## config.mk

```make
export PLATFORM = sky130hd
export DESIGN_NAME = predicted_marking_page_replacement_top
export DESIGN_NICKNAME = d
export VERILOG_FILES = /design/src/hdl/pmpr_pkg.sv /design/src/hdl/predicted_marking_page_replacement_top.sv /design/src/hdl/pmpr_mod.sv /design/src/hdl/pmpr_dp.sv /design/src/hdl/pmpr_ctrl.sv
export SDC_FILE = /design/constraint.sdc
export NUM_CORES = 1
export LEC_CHECK = 0
export BUFFER_PORTS_ARGS = -buffer_cell sky130_fd_sc_hd__buf_4
export CORE_UTILIZATION = 53
export DETAILED_ROUTE_END_ITERATION = 8
export PLACE_DENSITY = 0.77
export SETUP_SLACK_MARGIN = 0.1
export SYNTH_ARGS = -nofsm -noshare
export SYNTH_HDL_FRONTEND = slang
export SYNTH_SLANG_ARGS = --single-unit
```

## constraint.sdc

```tcl
create_clock -name clk -period 17.2 [get_ports clk]
set_input_delay 3.44 -clock clk [delete_from_list [all_inputs] [get_ports clk]]
set_output_delay 3.44 -clock clk [all_outputs]
set_load 0.01 [all_outputs]
```

## src/hdl/pmpr_pkg.sv

```systemverilog
// ---------------------------------------------------------------------------
// pmpr_pkg
// Shared types, constants and helper functions of the page replacement block.
// ---------------------------------------------------------------------------
package pmpr_pkg;

	localparam int SLOTS      = 16;
	localparam int SLOT_W     = (SLOTS > 1) ? $clog2(SLOTS) : 1;
	localparam int CNT_W      = $clog2(SLOTS + 1);
	localparam int PAGE_W     = 32;
	localparam int DRAW_W     = 31;
	localparam int SLOT_OUT_W = 8;

	// remainder unit: MOD_BITS dividend bits retired per cycle
	localparam int MOD_BITS   = 8;
	localparam int MOD_CYCLES = (DRAW_W + MOD_BITS - 1) / MOD_BITS;
	localparam int MOD_PAD_W  = MOD_CYCLES * MOD_BITS;
	localparam int MOD_CNT_W  = (MOD_CYCLES > 1) ? $clog2(MOD_CYCLES) : 1;

	typedef logic [SLOTS-1:0]  slot_vec_t;
	typedef logic [SLOT_W-1:0] slot_idx_t;
	typedef logic [CNT_W-1:0]  cnt_t;

	typedef struct packed {
		logic [PAGE_W-1:0] page_number;
		logic              evict_hint;
		logic [DRAW_W-1:0] random_draw;
	} req_t;

	typedef struct packed {
		logic                  hit;
		logic [SLOT_OUT_W-1:0] slot_used;
		logic                  evicted;
		logic [PAGE_W-1:0]     evicted_page;
		logic                  phase_started;
	} rsp_t;

	typedef enum logic [2:0] {
		ST_IDLE,
		ST_LOOKUP,
		ST_MOD,
		ST_PICK,
		ST_COMMIT
	} state_t;

	// controller to datapath
	typedef struct packed {
		logic load;
		logic lookup;
		logic mod_step;
		logic pick;
		logic commit;
	} cmd_t;

	// datapath to controller
	typedef struct packed {
		logic resolved;
		logic mod_last;
	} sts_t;

	function automatic cnt_t popcount(input slot_vec_t v);
		cnt_t n;
		n = '0;
		for (int i = 0; i < SLOTS; i++) begin
			n = n + CNT_W'(v[i]);
		end
		return n;
	endfunction

	// lowest set bit, zero when none
	function automatic slot_idx_t first_set(input slot_vec_t v);
		slot_idx_t idx;
		idx = '0;
		for (int i = SLOTS - 1; i >= 0; i--) begin
			if (v[i]) begin
				idx = SLOT_W'(i);
			end
		end
		return idx;
	endfunction

endpackage

```

## src/hdl/predicted_marking_page_replacement_top.sv

```systemverilog
// ---------------------------------------------------------------------------
// predicted_marking_page_replacement_top
// Fully associative page store with hint-steered randomized marking eviction.
// ---------------------------------------------------------------------------
//
//   channel   handshake            payload  direction
//   request   start && !busy       req      in
//   result    done (one cycle)     rsp      out
//
// Sequence: an item is taken in ST_IDLE; a hit or a miss into a free slot
// passes through ST_LOOKUP and ST_COMMIT before the next item can be taken.
// A miss on a full store adds the remainder unit's ST_MOD steps plus the
// ST_PICK victim-pick state between lookup and commit.
// The result strobe rises the cycle after commit, when busy is already low.
// Reset clears all slots to free, with their unmarked bits clear; page and hint entries are
// only read once their slot is valid. The receiver cannot stall results.
//
module predicted_marking_page_replacement_top (
	input  logic           clk,
	input  logic           arst_n,
	input  logic           start,
	output logic           busy,
	input  pmpr_pkg::req_t req,
	output logic           done,
	output pmpr_pkg::rsp_t rsp
);
	import pmpr_pkg::*;

	// command and status between controller and datapath
	cmd_t cmd;
	sts_t sts;

	// sequence each item: lookup, then remainder and pick only on a full-store miss
	pmpr_ctrl u_ctrl (
		.clk    (clk),
		.arst_n (arst_n),
		.start  (start),
		.sts    (sts),
		.busy   (busy),
		.cmd    (cmd)
	);

	// hold the slot store, drive the registered result and its strobe
	pmpr_dp u_dp (
		.clk    (clk),
		.arst_n (arst_n),
		.cmd    (cmd),
		.req    (req),
		.sts    (sts),
		.done   (done),
		.rsp    (rsp)
	);

endmodule

```

## src/hdl/pmpr_mod.sv

```systemverilog
// ---------------------------------------------------------------------------
// pmpr_mod
// Iterative remainder unit: draw mod count, MOD_BITS bits per cycle.
// ---------------------------------------------------------------------------
module pmpr_mod (
	input  logic                         clk,
	input  logic                         arst_n,
	input  logic                         init,
	input  logic                         step,
	input  logic [pmpr_pkg::DRAW_W-1:0]  draw,
	input  pmpr_pkg::cnt_t               divisor,
	output pmpr_pkg::cnt_t               rem,
	output logic                         last
);
	import pmpr_pkg::*;

	logic [MOD_PAD_W-1:0] dividend_q;
	cnt_t                 divisor_q;
	cnt_t                 rem_q;
	logic [MOD_CNT_W-1:0] step_q;
	logic [CNT_W:0]       rem_next;

	// shift in one dividend bit, subtract once: partial remainder stays below divisor
	always_comb begin
		rem_next = {1'b0, rem_q};
		for (int j = 0; j < MOD_BITS; j++) begin
			rem_next = {rem_next[CNT_W-1:0], dividend_q[MOD_PAD_W-1-j]};
			if (rem_next >= {1'b0, divisor_q}) begin
				rem_next = rem_next - {1'b0, divisor_q};
			end
		end
	end

	always_ff @(posedge clk or negedge arst_n) begin
		if (!arst_n) begin
			step_q <= '0;
		end else if (init) begin
			step_q <= '0;
		end else if (step) begin
			step_q <= step_q + MOD_CNT_W'(1);
		end
	end

	always_ff @(posedge clk) begin
		if (init) begin
			dividend_q <= MOD_PAD_W'(draw);
			divisor_q  <= divisor;
			rem_q      <= '0;
		end else if (step) begin
			dividend_q <= dividend_q << MOD_BITS;
			rem_q      <= rem_next[CNT_W-1:0];
		end
	end

	assign rem  = rem_q;
	assign last = (step_q == MOD_CNT_W'(MOD_CYCLES - 1));

endmodule

```

## src/hdl/pmpr_dp.sv

```systemverilog
// ---------------------------------------------------------------------------
// pmpr_dp
// Datapath: slot store, tag match, candidate set, victim rank select, result.
// ---------------------------------------------------------------------------
module pmpr_dp (
	input  logic           clk,
	input  logic           arst_n,
	input  pmpr_pkg::cmd_t cmd,
	input  pmpr_pkg::req_t req,
	output pmpr_pkg::sts_t sts,
	output logic           done,
	output pmpr_pkg::rsp_t rsp
);
	import pmpr_pkg::*;

	// slot store
	slot_vec_t         valid_q;
	slot_vec_t         unmarked_q;
	slot_vec_t         hint_q;
	logic [PAGE_W-1:0] page_q [SLOTS];

	// request and lookup outcome
	req_t      req_q;
	logic      hit_q;
	logic      evict_q;
	logic      phase_q;
	slot_idx_t target_q;
	slot_vec_t cand_q;
	rsp_t      rsp_q;
	logic      done_q;

	slot_vec_t match;
	slot_vec_t um;
	slot_vec_t cand1;
	slot_vec_t cand0;
	slot_vec_t cand;
	slot_vec_t unmarked_next;
	logic      hit;
	logic      have_free;
	logic      need_phase;
	cnt_t      cand_cnt;
	cnt_t      rank;
	slot_idx_t pick_idx;
	logic      mod_last;

	always_comb begin
		for (int i = 0; i < SLOTS; i++) begin
			match[i] = valid_q[i] && (page_q[i] == req_q.page_number);
		end
		hit        = |match;
		have_free  = ~&valid_q;
		need_phase = ~|(valid_q & unmarked_q);
		um         = need_phase ? valid_q : (valid_q & unmarked_q);
		cand1      = um & hint_q;
		cand0      = um & ~hint_q;
		cand       = (|cand1) ? cand1 : cand0;
		cand_cnt   = popcount(cand);
	end

	pmpr_mod u_mod (
		.clk     (clk),
		.arst_n  (arst_n),
		.init    (cmd.lookup),
		.step    (cmd.mod_step),
		.draw    (req_q.random_draw),
		.divisor (cand_cnt),
		.rem     (rank),
		.last    (mod_last)
	);

	// candidate whose count of lower candidates equals the rank
	always_comb begin
		pick_idx = '0;
		for (int i = 0; i < SLOTS; i++) begin
			if (cand_q[i] && (popcount(cand_q & ((slot_vec_t'(1) << i) - slot_vec_t'(1)))
					== rank)) begin
				pick_idx = pick_idx | SLOT_W'(i);
			end
		end
	end

	always_comb begin
		unmarked_next           = phase_q ? valid_q : unmarked_q;
		unmarked_next[target_q] = 1'b0;
	end

	always_ff @(posedge clk or negedge arst_n) begin
		if (!arst_n) begin
			valid_q    <= '0;
			unmarked_q <= '0;
			done_q     <= 1'b0;
		end else begin
			done_q <= cmd.commit;
			if (cmd.commit) begin
				valid_q[target_q] <= 1'b1;
				unmarked_q        <= unmarked_next;
			end
		end
	end

	always_ff @(posedge clk) begin
		if (cmd.load) begin
			req_q <= req;
		end
		if (cmd.lookup) begin
			hit_q    <= hit;
			evict_q  <= !hit && !have_free;
			phase_q  <= !hit && !have_free && need_phase;
			target_q <= hit ? first_set(match) : first_set(~valid_q);
			cand_q   <= cand;
		end else if (cmd.pick) begin
			target_q <= pick_idx;
		end
		if (cmd.commit) begin
			if (!hit_q) begin
				page_q[target_q] <= req_q.page_number;
			end
			hint_q[target_q]    <= req_q.evict_hint;
			rsp_q.hit           <= hit_q;
			rsp_q.slot_used     <= SLOT_OUT_W'(target_q);
			rsp_q.evicted       <= evict_q;
			rsp_q.evicted_page  <= evict_q ? page_q[target_q] : '0;
			rsp_q.phase_started <= phase_q;
		end
	end

	assign sts.resolved = hit || have_free;
	assign sts.mod_last = mod_last;
	assign done         = done_q;
	assign rsp          = rsp_q;

endmodule

```

## src/hdl/pmpr_ctrl.sv

```systemverilog
// ---------------------------------------------------------------------------
// pmpr_ctrl
// Controller: sequences lookup, remainder, victim pick and commit per item.
// ---------------------------------------------------------------------------
module pmpr_ctrl (
	input  logic           clk,
	input  logic           arst_n,
	input  logic           start,
	input  pmpr_pkg::sts_t sts,
	output logic           busy,
	output pmpr_pkg::cmd_t cmd
);
	import pmpr_pkg::*;

	state_t state_q;
	state_t state_next;

	always_comb begin
		state_next = state_q;
		unique case (state_q)
			ST_IDLE: begin
				if (start) begin
					state_next = ST_LOOKUP;
				end
			end
			ST_LOOKUP: begin
				state_next = sts.resolved ? ST_COMMIT : ST_MOD;
			end
			ST_MOD: begin
				if (sts.mod_last) begin
					state_next = ST_PICK;
				end
			end
			ST_PICK:   state_next = ST_COMMIT;
			ST_COMMIT: state_next = ST_IDLE;
			default:   state_next = ST_IDLE;
		endcase
	end

	always_comb begin
		cmd  = '0;
		busy = 1'b1;
		unique case (state_q)
			ST_IDLE: begin
				busy     = 1'b0;
				cmd.load = start;
			end
			ST_LOOKUP: cmd.lookup   = 1'b1;
			ST_MOD:    cmd.mod_step = 1'b1;
			ST_PICK:   cmd.pick     = 1'b1;
			ST_COMMIT: cmd.commit   = 1'b1;
			default:   busy         = 1'b1;
		endcase
	end

	always_ff @(posedge clk or negedge arst_n) begin
		if (!arst_n) begin
			state_q <= ST_IDLE;
		end else begin
			state_q <= state_next;
		end
	end

endmodule

```

==> results.yml <==
hold_path:
  hold_start: "u_dp.phase_q"
  holdCritPathClass: "flop to flop"
die:
  start_util: 0.539
  die_area_sq_mm: 0.0758
  fp.coreArea_sq_mm: 0.0735
  die_h_um: 275
  die_w_um: 275
  rows: 99
  io_pins: 112
worst_setup_path:
  slowest_stage: "edfxtp_1"
  crit_family: "compound AO/OA/AOI/OAI gates"
  critPathKind: "flop to flop"
  cp_common_cell: "a21oi_1"
  endpoint_kind: "flop"
  ff2ff_setup_slack_ps: 2220
  cp_num_buf_inv: 7
  arrival_ps: 15480
  required_ps: 17710
  crit-reg2reg-launch: "u_dp.u_mod.divisor_q[1]"
  path_max_fanout: 11
  cp-start-kind: "flop"
  critical-path-max-stage-delay_ps: 670
  crit_path_start: "u_dp.u_mod.divisor_q[1]"
run:
  max-cap-violations: 0
placement:
  port_buffers: 107
  place_hpwl_um: 96600
  dp_slack_ps: 2370
  place_congestion: 0.971
cells_and_area:
  finalCoreUtilization: 0.600
  drive_above_1_share: 0.177
  syn_to_final_growth_pct: 11.4
  nets: 3186
synthesis:
  synth_mux_area_frac: 0.0983
  synthXorXnorAreaFrac: 0.138
  ys_async_sr_fraction: 0.0518
  yosys.area_share.simple: 0.118
  synth_fa_ha_area_frac: 0.0329
  synth_area_leader_cell: "edfxtp_1"
  synth_compound_area_frac: 0.0414
  ys_ff_latch: 734
  synth_top_area_frac: 0.523
  syn_avg_cell_area_sq_um: 13.5
  ys_types: 98
  netlist_top_cells_count: "690 x edfxtp_1, 373 x xor2_1, 230 x xnor2_1"
  synth_edf_count: 690
  synth_flop_cell: "edfxtp_1"
  yosysWarnings: 0
  postSynthCellCount: 2935
  synth_top_family_by_area: "XOR/XNOR gates"
  synthTopCellsByArea: "edfxtp_1 52%, mux4_2 9.1%, xor2_1 8.3%"
  yosysSeqAreaShare: 0.550
  syn_area_sq_mm: 0.0396
  synth_most_common_cell: "edfxtp_1"
global_routing:
  grt_first_pass_wirelength_um: 188000
  grt_max_degree: 133
  antenna_found_initial: 12
  grt-ovfl-total: 0
  grt_pass1_vias: 26200
  gr-usage-all-layers: 0.351
timing:
  period_share: 0.871
  setup_ws_ps: 2220
  slew_violations: 0
  slew_headroom: 0.172
  finalSetupViolations: 0
  final.setup_skew_ps: 42.3
  worstMarginPinSlew_ps: 1240
  timing.hold.ws_ps: 487
  rsz0062_at_grt: "no"
  finalHoldViolations: 0
  fin_tns_setup_ps: 0
  max_freq_mhz: 66.8
  period_needed_ps: 14980
detailed_routing:
  via_per_inst: 6.57
  drc: 0
  dr_total_vias: 26600
  wirelength_um: 131000
  firstDrtPassIters: 5
  wire_per_inst_um: 32.4
  drt-initial-drc-count: 3457
  antenna_left: 0
outcome:
  outcome: "finished clean"
clock_tree:
  root_buffer: "clkbuf_16"
  clock_latency_ps: 660
  post_cts_resized: 0
  cts.path.max_buffers: 3
  clock-sinks: 734
  clk_pin_slew_ps: 60
  cts_setup_buffers: 0
  cts_made_buffers: 79
  cts_tree: "built"
  hold_buffers: 0
  cts.htree.levels: 3
worst register-to-register path, delay by kind of cell (launching register included):
kind / cells / cell delay [ps]
buffers and inverters: 7 / 1200
AOI/OAI and AO/OA: 31 / 6780
adders and majority gates: 8 / 3460
DFF: 1 / 670
and+or+nand+nor: 13 / 1660
muxes: 4 / 1060
registers in the layout (all words and copies together) (netlist names), 16 cells and up:
signal                 count
u_dp.page_q              512
u_dp.unmarked_q           16
u_dp.u_mod.dividend_q     32
u_dp.rsp                  39
u_dp.req_q                64
u_dp.valid_q              16
u_dp.cand_q               16
u_dp.hint_q               16
final timing paths:
path | end | depth (start not counted)
min | u_dp.rsp[0] | 0
min reg2reg | u_dp.rsp[0] | 0
max in group asynchronous | u_dp.done | 1
min in group asynchronous | u_dp.valid_q[7] | 1
max | u_dp.u_mod.rem[3] | 63
max reg2reg | u_dp.u_mod.rem[3] | 63
metal layers:
| layer | wire [um] | track usage | vias to the layer above |
|---|---|---|---|
| met5 | 67 | 0 | - |
| met4 | 6500 | 0.153 | 10 |
| met3 | 13200 | 0.0742 | 269 |
| met2 | 59600 | 0.535 | 1523 |
| met1 | 52100 | 0.489 | 13500 |
| li1 | - | - | 11300 |
cells in the final DEF, fill, tap and decap left out, types with 45 or more instances in the layout:
cell	n
a21oi_1	49
clkbuf_16	81
nand2_1	216
edfxtp_1	690
nand3_1	57
inv_1	55
nor3_1	58
buf_4	168
nand4_1	104
nor4_1	139
nor2_1	81
and2_1	45
xnor2_1	230
ha_1	72
mux4_2	160
xor2_1	373
cell families after synthesis:
| family | after synthesis |
|---|---|
| flops | 734 |
| fa+ha+maj | 92 |
| buf+inv | 218 |
| mux | 187 |
| xor+xnor | 612 |
| other cells | 1 |
| simple gates | 862 |
| compound gates | 229 |
per-stage QoR:
stage	area, sq um	instances
final	44100	4053
after global routing	44100	4051
after CTS	44100	4051
after detailed placement	41600	3905
after global placement	41600	3905
after floorplan	39600	2938
area by class of cell:
class / count / area [sq um]
fill: 5700 / 29300
sequential: 734 / 21800
multi-input combinational: 1986 / 17100
clock buffer: 96 / 2090
timing repair buffer: 170 / 1300
tap: 959 / 1200
clock inverter: 50 / 438
inverter: 56 / 210
antenna: 2 / 5.00
Power is not shown: default switching activity piles up to over one toggle a cycle in this logic, so the estimate is an artifact.
